<file path="src/hw/rtl/clre_pkg.sv">
// ----------------------------------------------------------------------------
// clre_pkg
// Shared types and character codes for the console line receiver.
// ----------------------------------------------------------------------------
package clre_pkg;

	localparam int BYTE_W     = 8;
	localparam int LINE_LEN_W = 6;
	localparam int INDEX_W    = 6;
	localparam int ACTION_W   = 2;
	// compare width for read_index against the buffer depth (depth <= 256)
	localparam int RANGE_W    = 9;

	localparam logic [BYTE_W-1:0] CH_BS  = 8'h08;
	localparam logic [BYTE_W-1:0] CH_DEL = 8'h7F;
	localparam logic [BYTE_W-1:0] CH_CR  = 8'h0D;
	localparam logic [BYTE_W-1:0] CH_LF  = 8'h0A;
	localparam logic [BYTE_W-1:0] CH_NUL = 8'h00;

	typedef enum logic [ACTION_W-1:0] {
		ACT_RX       = 2'd0,
		ACT_TX_READY = 2'd1,
		ACT_READ     = 2'd2
	} action_t;

	typedef struct packed {
		logic [ACTION_W-1:0]   action;
		logic [BYTE_W-1:0]     rx_byte;
		logic [INDEX_W-1:0]    read_index;
	} in_item_t;

	typedef struct packed {
		logic                  tx_valid;
		logic [BYTE_W-1:0]     tx_byte;
		logic                  tx_active;
		logic                  line_ready;
		logic [LINE_LEN_W-1:0] line_length;
		logic [BYTE_W-1:0]     read_data;
		logic                  echo_dropped;
	} out_item_t;

	// echo request from the line buffer to the transmit FIFO
	typedef struct packed {
		logic              one;
		logic              crlf;
		logic [BYTE_W-1:0] data;
	} echo_req_t;

	// per-beat line buffer status, captured into the result stage
	typedef struct packed {
		logic                  line_ready;
		logic [LINE_LEN_W-1:0] line_length;
		logic                  read_sel;
	} line_res_t;

	// per-beat transmit status, captured into the result stage
	typedef struct packed {
		logic tx_valid;
		logic tx_lf;
		logic dropped;
	} tx_res_t;

endpackage

</file>
<file path="src/hw/rtl/clre_stream_if.sv">
// ----------------------------------------------------------------------------
// clre_stream_if
// Valid/ready channel carrying one payload item per beat.
// ----------------------------------------------------------------------------
interface clre_stream_if #(
	parameter type item_t = logic
);
	logic  valid;
	logic  ready;
	item_t item;

	modport source (output valid, output item, input ready);
	modport sink (input valid, input item, output ready);
endinterface

</file>
<file path="src/hw/rtl/console_line_receiver_with_echo_fifo_top.sv">
// ----------------------------------------------------------------------------
// console_line_receiver_with_echo_fifo_top
// Console command-line assembler with a transmit echo FIFO.
// ----------------------------------------------------------------------------
// Input channel req carries one action per beat: a received byte, a
// transmitter-ready strobe, or a read of one line buffer entry. Output
// channel rsp returns exactly one result per input beat, in order.
// An accepted beat lands in the input stage, is processed against the line
// buffer, the edit position and the echo FIFO once the output stage is free
// or draining, and its result is captured in the output stage; one beat per
// cycle is sustained while rsp is ready. The line buffer and the FIFO
// each use one memory access per beat, with registered read data.
// A terminator stores a zero byte, reports line_ready with the length and
// queues CR and LF; echo bytes that find the FIFO full are dropped and
// flagged in echo_dropped.
// Reset clears the edit position, the FIFO pointers and the busy flag; the
// memories are not cleared. When rsp stalls, the output stage holds, the
// input stage fills, and req.ready drops until rsp takes its beat.
// ----------------------------------------------------------------------------
module console_line_receiver_with_echo_fifo_top #(
	parameter int BUFFER_DEPTH = 64
) (
	input  logic                 clk,
	input  logic                 arst_n,
	clre_stream_if.sink          req,
	clre_stream_if.source        rsp
);

	logic                 valid_s1;
	clre_pkg::in_item_t   item_s1;
	logic                 valid_s2;
	clre_pkg::line_res_t  line_res_s2;
	clre_pkg::tx_res_t    tx_res_s2;

	logic                        fire;
	logic                        take;
	logic                        pop_req;
	clre_pkg::echo_req_t         echo;
	clre_pkg::line_res_t         line_res;
	clre_pkg::tx_res_t           tx_res;
	logic [clre_pkg::BYTE_W-1:0] line_byte;
	logic [clre_pkg::BYTE_W-1:0] fifo_byte;
	logic                        sending;
	clre_pkg::out_item_t         out_item;

	// advance the input stage when the output stage is free or being drained
	assign fire      = valid_s1 && (!valid_s2 || rsp.ready);
	assign req.ready = !valid_s1 || fire;
	assign take      = req.valid && req.ready;
	assign pop_req   = (item_s1.action == clre_pkg::ACT_TX_READY);

	always_ff @(posedge clk or negedge arst_n) begin
		if (!arst_n) begin
			valid_s1 <= 1'b0;
			valid_s2 <= 1'b0;
		end else begin
			if (take) begin
				valid_s1 <= 1'b1;
			end else if (fire) begin
				valid_s1 <= 1'b0;
			end
			if (fire) begin
				valid_s2 <= 1'b1;
			end else if (rsp.ready) begin
				valid_s2 <= 1'b0;
			end
		end
	end

	always_ff @(posedge clk) begin
		if (take) begin
			item_s1 <= req.item;
		end
		if (fire) begin
			line_res_s2 <= line_res;
			tx_res_s2   <= tx_res;
		end
	end

	clre_line_buf #(
		.BUFFER_DEPTH(BUFFER_DEPTH)
	) u_line_buf (
		.clk       (clk),
		.arst_n    (arst_n),
		.fire      (fire),
		.item      (item_s1),
		.echo      (echo),
		.res       (line_res),
		.read_byte (line_byte)
	);

	clre_echo_fifo #(
		.BUFFER_DEPTH(BUFFER_DEPTH)
	) u_echo_fifo (
		.clk      (clk),
		.arst_n   (arst_n),
		.fire     (fire),
		.pop_req  (pop_req),
		.echo     (echo),
		.res      (tx_res),
		.mem_byte (fifo_byte),
		.sending  (sending)
	);

	always_comb begin
		out_item              = '0;
		out_item.tx_valid     = tx_res_s2.tx_valid;
		if (tx_res_s2.tx_valid) begin
			out_item.tx_byte = tx_res_s2.tx_lf ? clre_pkg::CH_LF : fifo_byte;
		end
		out_item.tx_active    = sending;
		out_item.line_ready   = line_res_s2.line_ready;
		out_item.line_length  = line_res_s2.line_length;
		if (line_res_s2.read_sel) begin
			out_item.read_data = line_byte;
		end
		out_item.echo_dropped = tx_res_s2.dropped;
	end

	assign rsp.valid = valid_s2;
	assign rsp.item  = out_item;

	a_stall_holds_s2: assert property (@(posedge clk) disable iff (!arst_n)
		valid_s2 && !rsp.ready |=> valid_s2 && $stable(line_res_s2) && $stable(tx_res_s2))
		else $error("result stage changed while stalled");

	a_no_fire_empty: assert property (@(posedge clk) disable iff (!arst_n)
		!valid_s1 |-> !fire)
		else $error("processing fired without an item");

	a_full_blocks: assert property (@(posedge clk) disable iff (!arst_n)
		valid_s1 && valid_s2 && !rsp.ready |-> !req.ready)
		else $error("input accepted while both stages are full");

endmodule

</file>
<file path="src/hw/rtl/clre_line_buf.sv">
// ----------------------------------------------------------------------------
// clre_line_buf
// Command line store and edit position; decodes received bytes into echoes.
// ----------------------------------------------------------------------------
module clre_line_buf #(
	parameter int BUFFER_DEPTH = 64
) (
	input  logic                                 clk,
	input  logic                                 arst_n,
	input  logic                                 fire,
	input  clre_pkg::in_item_t                   item,
	output clre_pkg::echo_req_t                  echo,
	output clre_pkg::line_res_t                  res,
	output logic [clre_pkg::BYTE_W-1:0]          read_byte
);

	localparam int AW = $clog2(BUFFER_DEPTH);
	localparam logic [AW-1:0] POS_LAST = AW'(BUFFER_DEPTH - 1);

	logic [clre_pkg::BYTE_W-1:0] mem [BUFFER_DEPTH];
	logic [AW-1:0]               pos_q;
	logic [AW-1:0]               pos_d;
	logic                        wr_en;
	logic [clre_pkg::BYTE_W-1:0] wr_data;
	logic                        rd_en;
	logic [AW-1:0]               rd_addr;
	logic                        is_erase;
	logic                        is_term;
	logic                        in_range;
	logic [clre_pkg::BYTE_W-1:0] rd_q;

	assign is_erase = (item.rx_byte == clre_pkg::CH_BS) || (item.rx_byte == clre_pkg::CH_DEL);
	assign is_term  = (item.rx_byte == clre_pkg::CH_CR) || (item.rx_byte == clre_pkg::CH_LF);
	assign in_range = clre_pkg::RANGE_W'(item.read_index) < clre_pkg::RANGE_W'(BUFFER_DEPTH);
	assign rd_addr  = AW'(item.read_index);

	always_comb begin
		pos_d   = pos_q;
		wr_en   = 1'b0;
		wr_data = item.rx_byte;
		rd_en   = 1'b0;
		echo    = '0;
		res     = '0;
		echo.data = item.rx_byte;
		if (fire && (item.action == clre_pkg::ACT_RX)) begin
			priority if (is_erase) begin
				// erase at line start is ignored silently
				if (pos_q != '0) begin
					pos_d    = pos_q - AW'(1);
					echo.one = 1'b1;
				end
			end else if (is_term) begin
				wr_en           = 1'b1;
				wr_data         = clre_pkg::CH_NUL;
				res.line_ready  = 1'b1;
				res.line_length = clre_pkg::LINE_LEN_W'(pos_q);
				pos_d           = '0;
				echo.crlf       = 1'b1;
			end else begin
				// keep the last slot for the terminator
				if (pos_q < POS_LAST) begin
					wr_en    = 1'b1;
					pos_d    = pos_q + AW'(1);
					echo.one = 1'b1;
				end
			end
		end
		if (fire && (item.action == clre_pkg::ACT_READ)) begin
			rd_en        = in_range;
			res.read_sel = in_range;
		end
	end

	always_ff @(posedge clk or negedge arst_n) begin
		if (!arst_n) begin
			pos_q <= '0;
		end else begin
			pos_q <= pos_d;
		end
	end

	always_ff @(posedge clk) begin
		if (wr_en) begin
			mem[pos_q] <= wr_data;
		end
		if (rd_en) begin
			rd_q <= mem[rd_addr];
		end
	end

	assign read_byte = rd_q;

	a_pos_bound: assert property (@(posedge clk) disable iff (!arst_n)
		pos_q <= POS_LAST)
		else $error("line position beyond last slot");

	a_term_resets: assert property (@(posedge clk) disable iff (!arst_n)
		fire && (item.action == clre_pkg::ACT_RX) && is_term |=> pos_q == '0)
		else $error("terminator did not reset line position");

endmodule

</file>
<file path="src/hw/rtl/clre_echo_fifo.sv">
// ----------------------------------------------------------------------------
// clre_echo_fifo
// Transmit ring FIFO for echo bytes; a CR entry can carry a trailing LF.
// ----------------------------------------------------------------------------
module clre_echo_fifo #(
	parameter int BUFFER_DEPTH = 64
) (
	input  logic                        clk,
	input  logic                        arst_n,
	input  logic                        fire,
	input  logic                        pop_req,
	input  clre_pkg::echo_req_t         echo,
	output clre_pkg::tx_res_t           res,
	output logic [clre_pkg::BYTE_W-1:0] mem_byte,
	output logic                        sending
);

	localparam int AW = $clog2(BUFFER_DEPTH);
	localparam int EW = clre_pkg::BYTE_W + 1;
	localparam logic [AW-1:0] PTR_LAST = AW'(BUFFER_DEPTH - 1);

	// entry: {lf follows in the next slot, byte}
	logic [EW-1:0] mem [BUFFER_DEPTH];
	logic [AW-1:0] wp_q;
	logic [AW-1:0] rp_q;
	logic          sending_q;
	logic          mem_pop_q;
	logic [EW-1:0] rd_q;

	logic [AW-1:0] wp1;
	logic [AW-1:0] wp2;
	logic [AW-1:0] rp1;
	logic          empty;
	logic          ok1;
	logic          ok2;
	logic          lf_due;
	logic          push;
	logic [EW-1:0] wr_data;
	logic          do_pop;
	logic          rd_en;

	function automatic logic [AW-1:0] ptr_inc(input logic [AW-1:0] p);
		ptr_inc = (p == PTR_LAST) ? '0 : p + AW'(1);
	endfunction

	assign wp1    = ptr_inc(wp_q);
	assign wp2    = ptr_inc(wp1);
	assign rp1    = ptr_inc(rp_q);
	assign empty  = (rp_q == wp_q);
	assign ok1    = (wp1 != rp_q);
	assign ok2    = ok1 && (wp2 != rp_q);
	// the slot after a flagged CR holds an LF that was never written to memory
	assign lf_due = mem_pop_q && rd_q[EW-1];

	assign push    = fire && (echo.one || echo.crlf) && ok1;
	assign wr_data = echo.crlf ? {ok2, clre_pkg::CH_CR} : {1'b0, echo.data};
	assign do_pop  = fire && pop_req && !empty;
	assign rd_en   = do_pop && !lf_due;

	always_comb begin
		res          = '0;
		res.tx_valid = do_pop;
		res.tx_lf    = do_pop && lf_due;
		res.dropped  = fire && ((echo.one && !ok1) || (echo.crlf && !ok2));
	end

	always_ff @(posedge clk or negedge arst_n) begin
		if (!arst_n) begin
			wp_q      <= '0;
			rp_q      <= '0;
			sending_q <= 1'b0;
			mem_pop_q <= 1'b0;
		end else begin
			if (push) begin
				wp_q      <= (echo.crlf && ok2) ? wp2 : wp1;
				sending_q <= 1'b1;
			end
			if (fire && pop_req && empty) begin
				sending_q <= 1'b0;
			end
			if (do_pop) begin
				rp_q      <= rp1;
				mem_pop_q <= !lf_due;
			end
		end
	end

	always_ff @(posedge clk) begin
		if (push) begin
			mem[wp_q] <= wr_data;
		end
		if (rd_en) begin
			rd_q <= mem[rp_q];
		end
	end

	assign mem_byte = rd_q[clre_pkg::BYTE_W-1:0];
	assign sending  = sending_q;

	a_lf_not_empty: assert property (@(posedge clk) disable iff (!arst_n)
		lf_due |-> !empty)
		else $error("pending LF slot while FIFO is empty");

	a_push_nonempty: assert property (@(posedge clk) disable iff (!arst_n)
		fire && (echo.one || echo.crlf) |=> wp_q != rp_q)
		else $error("FIFO empty after an echo request");

	a_idle_clears: assert property (@(posedge clk) disable iff (!arst_n)
		fire && pop_req && empty |=> !sending_q && $stable(rp_q))
		else $error("empty ready beat did not clear busy");

endmodule

</file>
<file path="src/flat_wrapper.sv">
// flat-port wrapper written by rule: the top's interface ports become plain ports
module console_line_receiver_with_echo_fifo_top_flat 
#(
	parameter int BUFFER_DEPTH = 64
)
  (clk, arst_n, req_valid, req_item, req_ready, rsp_valid, rsp_item, rsp_ready);
  clre_stream_if #(.item_t(clre_pkg::in_item_t)) req_i ();
  clre_stream_if #(.item_t(clre_pkg::out_item_t)) rsp_i ();
  input  logic clk;
  input  logic arst_n;
  input wire logic [$bits(req_i.valid)-1:0] req_valid;
  input wire logic [$bits(req_i.item)-1:0] req_item;
  output wire logic [$bits(req_i.ready)-1:0] req_ready;
  output wire logic [$bits(rsp_i.valid)-1:0] rsp_valid;
  output wire logic [$bits(rsp_i.item)-1:0] rsp_item;
  input wire logic [$bits(rsp_i.ready)-1:0] rsp_ready;
  assign req_i.valid = req_valid;
  assign req_i.item = req_item;
  assign req_ready = req_i.ready;
  assign rsp_valid = rsp_i.valid;
  assign rsp_item = rsp_i.item;
  assign rsp_i.ready = rsp_ready;
  console_line_receiver_with_echo_fifo_top #(.BUFFER_DEPTH(BUFFER_DEPTH)) u_core (.clk(clk), .arst_n(arst_n), .req(req_i), .rsp(rsp_i));
endmodule
</file>
<file path="config.mk">
export PLATFORM = sky130hd
export DESIGN_NAME = console_line_receiver_with_echo_fifo_top_flat
export DESIGN_NICKNAME = d
export VERILOG_FILES = /design/src/hw/rtl/clre_pkg.sv /design/src/hw/rtl/clre_stream_if.sv /design/src/hw/rtl/console_line_receiver_with_echo_fifo_top.sv /design/src/hw/rtl/clre_line_buf.sv /design/src/hw/rtl/clre_echo_fifo.sv /design/src/flat_wrapper.sv
export SDC_FILE = /design/constraint.sdc
export NUM_CORES = 1
export LEC_CHECK = 0
export BUFFER_PORTS_ARGS = -buffer_cell sky130_fd_sc_hd__buf_2
export CORE_MARGIN = 5
export CORE_UTILIZATION = 55
export DETAILED_ROUTE_END_ITERATION = 16
export HOLD_SLACK_MARGIN = 0.02
export PLACE_DENSITY = 0.71
export SETUP_SLACK_MARGIN = 0.02
export SYNTH_ARGS = -nofsm -noshare
export SYNTH_HDL_FRONTEND = slang
export SYNTH_SLANG_ARGS = --single-unit
</file>
<file path="constraint.sdc">
create_clock -name clk -period 4.5 [get_ports clk]
set_input_delay 0.45 -clock clk [delete_from_list [all_inputs] [get_ports clk]]
set_output_delay 0.45 -clock clk [all_outputs]
set_load 0.02 [all_outputs]
</file>
Word-level counts from Yosys, hierarchy flattened
Memories as Yosys holds them, arrays and structs flattened. A register that Yosys moved wholly into a read port is not among the register bits.
Cells that the tools add are included.
{"block": "op_classes", "n_lt_le_gt_ge": 1, "n_addsub": 5, "muxes": 37, "n_reduce_logical": 38, "bitwise": 2, "eq_ne": 13}
{"cell": "$mux 6", "n": 8}
{"cell": "$mux 8", "n": 6}
{"cell": "$add 6x1->6 const B", "n": 4}
{"cell": "$eq 8x4->1 const B", "n": 3}
{"cell": "$mux 1", "n": 20}
{"cell": "$eq 6x6->1 const B", "n": 3}
{"cell": "$logic_and 1x1->1", "n": 17}
{"cell": "$ne 6x6->1", "n": 2}
{"cell": "$mux 9", "n": 1}
{"cell": "$eq 8x7->1 const B", "n": 1}
{"cell": "$mux 7", "n": 1}
{"cell": "$eq 6x6->1", "n": 1}
{"cell": "$logic_not 1->1", "n": 6}
{"cell": "$logic_or 1x1->1", "n": 6}
{"cell": "$lt 6x6->1 const B", "n": 1}
{"cell": "$reduce_bool 2->1", "n": 3}
{"cell": "$reduce_bool 6->1", "n": 1}
{"cell": "$sub 6x1->6 const B", "n": 1}
{"cell": "$reduce_and 3->1", "n": 1}
{"cell": "$reduce_bool 3->1", "n": 1}
{"cell": "$reduce_or 3->1", "n": 1}
{"cell": "$eq 2x1->1 const B", "n": 1}
{"cell": "$eq 2x2->1 const B", "n": 1}
{"cell": "$logic_not 2->1", "n": 1}
{"cell": "4 further kinds", "n": 5}
{"block": "totals", "inputBits": 20, "mem_count": 2, "elab_cells": 114, "reg_bits": 49, "out_inout_bits": 28, "mem_bits_rw": 1088}
{"name": "u_core.u_echo_fifo.mem", "depth": 64, "word_bits": 9, "rd": 1, "rd_clocked_by_memory_dff": 1, "write_ports": 1, "line": "clre_echo_fifo.sv:23", "source": "logic [EW-1:0] mem [BUFFER_DEPTH];"}
{"name": "u_core.u_line_buf.mem", "depth": 64, "word_bits": 8, "rd": 1, "rd_clocked_by_memory_dff": 1, "write_ports": 1, "line": "clre_line_buf.sv:20", "source": "logic [clre_pkg::BYTE_W-1:0] mem [BUFFER_DEPTH];"}

Depth between registers and ports, before layout
Gate-level depths: netlist of run 1.
{"block": "depth", "ltp_word": 10, "mapped_depth": 12}

Modules after synthesis
Synthesis of run 1 repeated with hierarchy kept, for this count alone.
{"block": "hier_totals", "cells_unflattened": 2174, "area_unflattened_um2": 45762.6}
{"mod": "clre_echo_fifo", "cells_per_inst": 1088, "instances": 1, "area_per_inst_um2": 23870.4}
{"mod": "clre_line_buf", "cells_per_inst": 1023, "instances": 1, "area_per_inst_um2": 20782.4}
{"mod": "console_line_receiver_with_echo_fifo_top", "cells_per_inst": 63, "instances": 1, "area_per_inst_um2": 1109.8}

Worst setup path after synthesis of run 1
No wires, ideal clock.
{"block": "synth_path", "kind": "reg-to-reg", "startpoint": "reg u_core.u_echo_fifo.wp_q[0]", "endpoint": "reg u_core.u_echo_fifo.wp_q[4]", "slack_ps": 754, "period_less_slack_ps": 3746, "stages_incl_launch_ff": 11, "path_buffers": 1, "required_time_ps": 4417, "arrival_time_ps": 3663, "cell_sequence": "dfrtp_1 -> buf_2 -> clkinv_1 -> ha_1 -> or3_4 -> a21o_1 -> a221oi_2 -> nor4_4 -> a211oi_4 -> mux2i_1 -> xnor2_1"}
{"block": "synth_via", "elab_chain_cells": 8, "word_cells_on_any_way": 12, "classes_between": "add/sub (2); eq/ne (4); mux (3); reduce/logical (3)"}
{"item": "start, declared", "line": "clre_echo_fifo.sv:24", "source": "logic [AW-1:0] wp_q;"}
{"item": "start signal, assigned", "line": "clre_echo_fifo.sv:75", "source": "wp_q <= (echo.crlf && ok2) ? wp2 : wp1;"}
{"item": "$add 6x1->6 or $eq 6x6->1 (tied branches)", "line": "clre_echo_fifo.sv:43", "source": "ptr_inc = (p == PTR_LAST) ? '0 : p + AW'(1);"}
{"item": "$mux 6 (*)", "line": "clre_echo_fifo.sv:43"}
{"item": "$add 6x1->6 or $eq 6x6->1 (tied branches)", "line": "clre_echo_fifo.sv:43"}
{"item": "$mux 6", "line": "clre_echo_fifo.sv:43"}
{"item": "$ne 6x6->1", "line": "clre_echo_fifo.sv:51", "source": "assign ok2 = ok1 && (wp2 != rp_q);"}
{"item": "$logic_and 1x1->1", "line": "clre_echo_fifo.sv:51"}
{"item": "$logic_and 1x1->1", "line": "clre_echo_fifo.sv:75"}
{"item": "$mux 6", "line": "clre_echo_fifo.sv:75"}
Mark *: on every way between the ends. The rest lies on a longest branch, timed or not.
A chain may end at the register's enable or synchronous reset.

Worst setup path in the final report of run 1
{"block": "layout_path", "startpoint": "reg u_core.item_s1[11] in the netlist's numbering", "endpoint": "mem u_core.u_echo_fifo.mem[60][7] in the netlist's numbering (enable)"}
{"block": "layout_via", "elab_chain_cells": 10, "word_cells_on_any_way": 16, "classes_between": "eq/ne (4); mux (7); reduce/logical (5)"}
{"item": "start, declared", "line": "console_line_receiver_with_echo_fifo_top.sv:30", "source": "clre_pkg::in_item_t item_s1;"}
{"item": "start signal, assigned", "line": "console_line_receiver_with_echo_fifo_top.sv:72", "source": "item_s1 <= req.item;"}
{"item": "$eq 8x4->1", "line": "clre_line_buf.sv:33", "source": "assign is_term = (item.rx_byte == clre_pkg::CH_CR) || (item.rx_byte == clre_pkg::CH_LF);"}
{"item": "$logic_or 1x1->1", "line": "clre_line_buf.sv:33"}
{"item": "$mux 1", "line": "clre_line_buf.sv:52", "source": "end else if (is_term) begin"}
{"item": "$mux 1", "line": "clre_line_buf.sv:46", "source": "priority if (is_erase) begin"}
{"item": "$mux 2 (*)", "line": "clre_line_buf.sv:45", "source": "if (fire && (item.action == clre_pkg::ACT_RX)) begin"}
{"item": "$logic_or 1x1->1 (*)", "line": "clre_echo_fifo.sv:55", "source": "assign push = fire && (echo.one || echo.crlf) && ok1;"}
{"item": "$logic_and 1x1->1 (*) (2 in series)", "line": "clre_echo_fifo.sv:55"}
{"item": "$mux 1 (*)", "line": "clre_echo_fifo.sv:89", "source": "if (push) begin"}
{"item": "$mux 1 (implied by the code) (*)", "line": "clre_echo_fifo.sv:90", "source": "mem[wp_q] <= wr_data;"}
{"item": "end, declared", "line": "clre_echo_fifo.sv:23"}
Marks and branches as above.

==> results of run 1 <==
-- logic make-up after synthesis --
| kind of cell | after synthesis |
|---|---|
| compound gates | 65 |
| xor+xnor | 17 |
| fa+ha+maj | 6 |
| buf+inv | 142 |
| flops | 1154 |
| mux | 364 |
| simple gates | 293 |
-- through the flow --
step	utilization, %	power (mW)	setup WS [ns]	hold WS [ns]
6_report	62.19	26.32	0.5755	0.07165
3_5_place_dp	57.63	17.60	0.6732	0.4923
2_1_floorplan	-	16.00	0.7537	0.1544
5_1_grt	62.19	27.28	0.2854	0.06364
4_1_cts	62.19	26.47	0.6452	0.02890
3_3_place_gp	57.63	17.53	0.7495	0.4740
-- critical path, stage by stage, from the launching register on --
cell and delay [ns]:
edfxtp_1 0.36, buf_4 0.43, nand4_1 0.16, nor3_1 0.25
a21o_1 0.25, mux2i_1 0.36, nor2_1 0.16, nor3_4 0.39
nand4_1 0.43, nor2_1 0.75
-- cell type report --
cell class | count | area, sq um | area share, %
clock inverter | 71 | 591.8 | 1.161
inverter | 7 | 26.28 | 0.05154
clock buffer | 138 | 2963 | 5.811
timing repair buffer | 158 | 1239 | 2.430
multi-input combinational | 745 | 10270 | 20.15
tap | 1070 | 1339 | 2.626
sequential | 1154 | 34550 | 67.77
-- report_power, final --
part	internal, mW	total [mW]	switching [mW]
logic	2.30	5.06	2.76
clock network	5.04	8.95	3.91
registers	12.0	12.3	0.302
total	19.4	26.3	6.97
-- sequential cells by signal, indices dropped and copies added (netlist names), 6 cells and up --
signal and cells:
u_core.u_echo_fifo.mem 576, u_core.rsp.item 9, u_core.u_line_buf.pos_q 6, u_core.u_echo_fifo.rd_q 9, u_core.u_echo_fifo.rp_q 6, u_core.u_line_buf.read_byte 8
u_core.item_s1 16, u_core.u_echo_fifo.wp_q 6, u_core.u_line_buf.mem 512
-- final timing paths --
check / endpoint / cells after the start / slack, ns / start
worst max-delay path: u_core.u_echo_fifo.mem[60][7] / 9 / 0.58 / u_core.item_s1[11]
worst min-delay path: u_core.rsp.valid / 3 / 0.07 / rsp_ready
worst max register to register: u_core.u_echo_fifo.mem[60][7] / 9 / 0.58 / u_core.item_s1[11]
min in group asynchronous: u_core.rsp.valid / 2 / 0.37 / arst_n
max in group asynchronous: u_core.u_echo_fifo.rp_q[1] / 2 / 3.64 / arst_n
worst min register to register: u_core.rsp.valid / 1 / 0.51 / u_core.valid_s1
-- cells in the mapped netlist (9+ instances only) --
| master | count |
|---|---|
| edfxtp_1 | 1132 |
| buf_1 | 21 |
| o21ai_0 | 9 |
| dfrtp_1 | 22 |
| nand2_1 | 22 |
| nor2_1 | 160 |
| clkbuf_1 | 67 |
| mux4_2 | 357 |
| a21oi_1 | 10 |
| buf_2 | 33 |
| and2_1 | 21 |
| and3_1 | 9 |
| or3_1 | 11 |
| nand3_1 | 18 |
| buf_4 | 14 |
-- per-layer routing --
metal	wire [um]	global-route usage [%]
met1	39100	33.05
met2	47810	35.02
met3	7905	3.598
met4	2254	5.519
met5	7	0
==> impl_metrics.yaml, run 1 <==
synthesis:
  synth_cell_types: 68
  synth_area_leader_cell: "edfxtp_1"
  synth_fa_ha_area_share_pct: 0.1652
  synth_top_cell_area_share_pct: 74.82
  ys_seq_area_share_pct: 76.03
  synth_nets: 2067
  synth_top_family_by_area: "multiplexers"
  yosys.area_share.xor_xnor_pct: 0.3443
  syn-mean-instance-area_sq_um: 22.26
  synthArstFlopShare_pct: 1.906
  synth_compound_area_share_pct: 1.085
  synth_mux_area_share_pct: 17.86
  yosys-top-cells-area: "edfxtp_1, mux4_2, nor2_1, dfrtp_1, clkbuf_1"
  synth_edf_count: 1132
  synthSimpleGateAreaFrac_pct: 3.134
  synthCells: 2041
  synth_ff_type: "edfxtp_1"
  ys_ff_latch: 1154
  synthesis.area_sq_um: 45430
  yosys_warnings: 0
setup_path:
  worst_ep_required_time_ns: 4.78
  cp-start-kind: "register"
  end_kind: "register"
  arrival_ns: 4.21
  crit_type: "reg -> reg"
  path_max_fanout: 50
floorplanning:
  rows: 105
  die_w_um: 297.4
  die_h_um: 297.4
  initial_core_util_pct: 55.42
  dieArea_sq_um: 88450
  boundaryPins: 48
  coreArea_sq_um: 81980
timing:
  tns_ns: 0
  worst_slew_pin_slew_ns: 1.102
  final-max-slew-violation-count: 0
  max_freq_ghz: 0.2548
  timing_hold_violations_final: 0
  min_period_ns: 3.925
  period_share_pct: 87.21
  max-slew-margin-rel_pct: 26.51
  grt_setup_unrepaired: "false"
  fin_worst_skew_ns: 0.04589
  setup_viol: 0
final_layout:
  num_antenna_cells: 0
  n_fill_cell: 5462
  area_growth_pct: 12.22
  stdcell_count: 3343
  layout-drive-gt1-share_pct: 30.49
  layout_common_cells: "edfxtp_1, mux4_2, nor2_1"
  nNetsFinal: 2204
  final_common_cell: "edfxtp_1"
  design_area_sq_um: 50980
global_route:
  grt_util_all_layers_pct: 22.09
  antenna_found_initial: 4
  grt_pass1_vias: 21680
  grt_max_degree: 129
  grt_pass1_wl_um: 145900
  grt_overflow: 0
clock_network:
  ctsHoldBuffers: 18
  clk_latency_ns: 0.69
  clkTransAtPathRegs_ns: 0.06
  cts_sinks: 1154
  clockBufferDepth: 3
  cts_tree: "built"
  htreeDepth: 3
  post_cts_buffers: 0
  cts_made_buffers: 112
  cts_resized: 0
  cts-root-buf: "clkbuf_16"
pwr:
  p_per_area_nw_per_um2: 516.3
  leakagePower_nw: 16.03
  ir_drop_v: 0.0004066
drt:
  ant_nets: 0
  drc: 0
  routed_wl_um: 97070
  vias: 21370
  first_iter_violations: 2618
  first_pass_iters: 5
  vias_per_cell: 6.392
  post_drt_wl_per_cell_um: 29.04
flow_run:
  maxCapViolCount: 0
placement:
  portBuffers: 47
  place_congestion: 0.8832
  place_hpwl_um: 60120
  dpl_cell_area_sq_um: 47250
  placed_cells: 3116
min_path:
  min_path_type: "in -> reg"
status:
  status: "finished clean"
No activity file was read; power rests on OpenSTA's default activity.
==> run 2, diff against run 1 <==
--- a/config.mk
+++ b/config.mk
@@ -9,6 +9,7 @@
 export CORE_MARGIN = 5
 export CORE_UTILIZATION = 55
 export DETAILED_ROUTE_END_ITERATION = 16
+export GPL_TIMING_DRIVEN = 0
 export HOLD_SLACK_MARGIN = 0.02
 export PLACE_DENSITY = 0.71
 export SETUP_SLACK_MARGIN = 0.02
==> run 2 against run 1 <==
Compared with the run above: combinational power increased by 12%; critical path type unchanged; register-to-register slack worse by 0.39 ns; sequential share of layout area down 0.20 points; clock-buffer cell count is 3 higher; maximum frequency is 9.0% lower; wire length grew 5.0%; design area grew 0.27%; largest power group unchanged; die area stayed put; clock skew is 0.021 ns higher; worst setup slack worse by 0.39 ns; via count rose by 1.0%.
==> impl_metrics.yaml, run 2 (synthesis gave the netlist of run 1 again) <==
clock_network:
  clk_latency_ns: 0.69
  clockBufferDepth: 3
  cts-root-buf: "clkbuf_16"
  htreeDepth: 3
  cts_made_buffers: 110
  clkTransAtPathRegs_ns: 0.06
  cts_sinks: 1154
  cts_tree: "built"
  post_cts_buffers: 0
timing:
  grt_setup_unrepaired: "true"
  min_period_ns: 4.313
  max-slew-margin-rel_pct: 18.22
  fin_worst_skew_ns: 0.06682
  setup_viol: 0
  final-max-slew-violation-count: 0
  tns_ns: 0
  worst_slack_ns: 0.1873
  period_share_pct: 95.84
  max_freq_ghz: 0.2319
  worst_slew_pin_slew_ns: 1.227
  timing_hold_violations_final: 0
drt:
  vias: 21590
  drc: 0
  routed_wl_um: 101900
  first_iter_violations: 2581
  post_drt_wl_per_cell_um: 29.97
  first_pass_iters: 6
  vias_per_cell: 6.349
  ant_nets: 0
final_layout:
  seq_area_sq_um: 34540
  largestRegisters: "u_core.u_echo_fifo.mem x576, u_core.u_line_buf.mem x512, u_core.item_s1 x16"
  utilization_pct: 62.36
  largest_register: "u_core.u_echo_fifo.mem"
  design_area_sq_um: 51120
  largest_reg_flops: 576
  nNetsFinal: 2264
  n_fill_cell: 5515
  multi_input_area_sq_um: 10290
  area_growth_pct: 12.52
  layout_common_cells: "edfxtp_1, mux4_2, nor2_1"
  layout-drive-gt1-share_pct: 28.04
  final_common_cell: "edfxtp_1"
setup_path:
  cp_slowest_cell: "nor2_1"
  crit_path_max_incr_delay_ns: 0.91
  worstPathCellList: "nand2b_1 > nor4_1 > a21o_1 > mux2i_1 > nor2_1 > nor3_4 > nand4b_1 > nor2_1"
  arrival_ns: 4.62
  cp-start-kind: "register"
  worst_path_most_repeated_cell: "nor2_1"
  cp_top_family: "simple AND/OR/NAND/NOR gates"
  end_kind: "register"
  critPathBufInv: 0
  path_max_fanout: 9
  worst_ep_required_time_ns: 4.81
  crit_type: "reg -> reg"
global_route:
  grt_pass1_wl_um: 149600
  grt_util_all_layers_pct: 23.05
  antenna_found_initial: 1
  grt_pass1_vias: 21990
  grt_overflow: 0
  grt_max_degree: 52
floorplanning:
  dieArea_sq_um: 88450
  rows: 105
  initial_core_util_pct: 55.42
  boundaryPins: 48
  coreArea_sq_um: 81980
  die_h_um: 297.4
  die_w_um: 297.4
min_path:
  min_path_type: "in -> reg"
status:
  status: "finished clean"
placement:
  portBuffers: 47
  place_congestion: 0.8598
  place_hpwl_um: 68240
  dpl_cell_area_sq_um: 47440
  dp_slack_ns: 0.2033
pwr:
  ir_drop_v: 0.0004038
  finalPower_mw: 26.65
  p_per_area_nw_per_um2: 521.4
  leakagePower_nw: 15.99
flow_run:
  maxCapViolCount: 0
## run 2: cell count changes in the layout (fill, tap and decap cells not counted), moves of 4 or more
cell / before / now
clkinvlp_4: 6 / 1
clkinv_2: 25 / 10
clkinv_1: 27 / 37
buf_16: 0 / 4
buf_1: 0 / 21
clkbuf_1: 22 / 88
clkbuf_2: 0 / 9
buf_4: 83 / 15
buf_2: 47 / 80
## run 2: cell type report
type                       count  share of cell area (%)
multi-input combinational    745                   20.13
timing repair buffer          85                   1.601
clock buffer                 141                   5.654
inverter                       7                 0.05140
buffer                       135                   1.197
antenna                        1                0.004895
sequential                  1154                   67.57
clock inverter                62                   1.170
tap                         1070                   2.619
## run 2: worst paths after layout
| kind | cells after the start | to | slack, ns | startpoint |
|---|---|---|---|---|
| max | 8 | u_core.u_echo_fifo.mem[40][5] | 0.19 | u_core.item_s1[13] |
| min | 3 | u_core.valid_s1 | 0.08 | rsp_ready |
| max reg2reg | 8 | u_core.u_echo_fifo.mem[40][5] | 0.19 | u_core.item_s1[13] |
| min reg2reg | 1 | u_core.rsp.valid | 0.52 | u_core.valid_s1 |
| max in group asynchronous | 2 | u_core.u_echo_fifo.rp_q[0] | 3.68 | arst_n |
| min in group asynchronous | 2 | u_core.u_echo_fifo.mem_pop_q | 0.38 | arst_n |
## run 2: per-layer routing
layer	vias up	routed length (um)	GRT usage, %
met5	-	0	0
met4	0	3401	7.179
met3	161	7435	3.861
li1	8979	-	-
met2	1019	52820	39.60
met1	11430	38250	30.81
## run 2: what timing repair did
item | CTS | global route
hold buffers | 18 | 0
hold endpoints to repair | 39 | 0
resized for setup | 0 | 3
setup endpoints to repair | 0 | 93
## run 2: tightest hold or removal path, cell delays in order
cell	delay [ns]
buf_2	0.08
nand3b_1	0.12
nand2b_1	0.06
## run 2: where the power goes
group / internal, mW / switching [mW] / leakage (nW)
logic: 2.38 / 3.28 / 3.75
clock network: 5.01 / 3.87 / 1.68
registers: 12.0 / 0.106 / 10.6
total: 19.4 / 7.26 / 16.0
## run 2: stage by stage
step,hold WS [ns],std cells
after floorplan,0.1544,2041
after global placement,0.4737,3158
after detailed placement,0.4927,3178
after CTS,0.04652,3399
after global routing,0.09012,3400
final,0.07699,3400
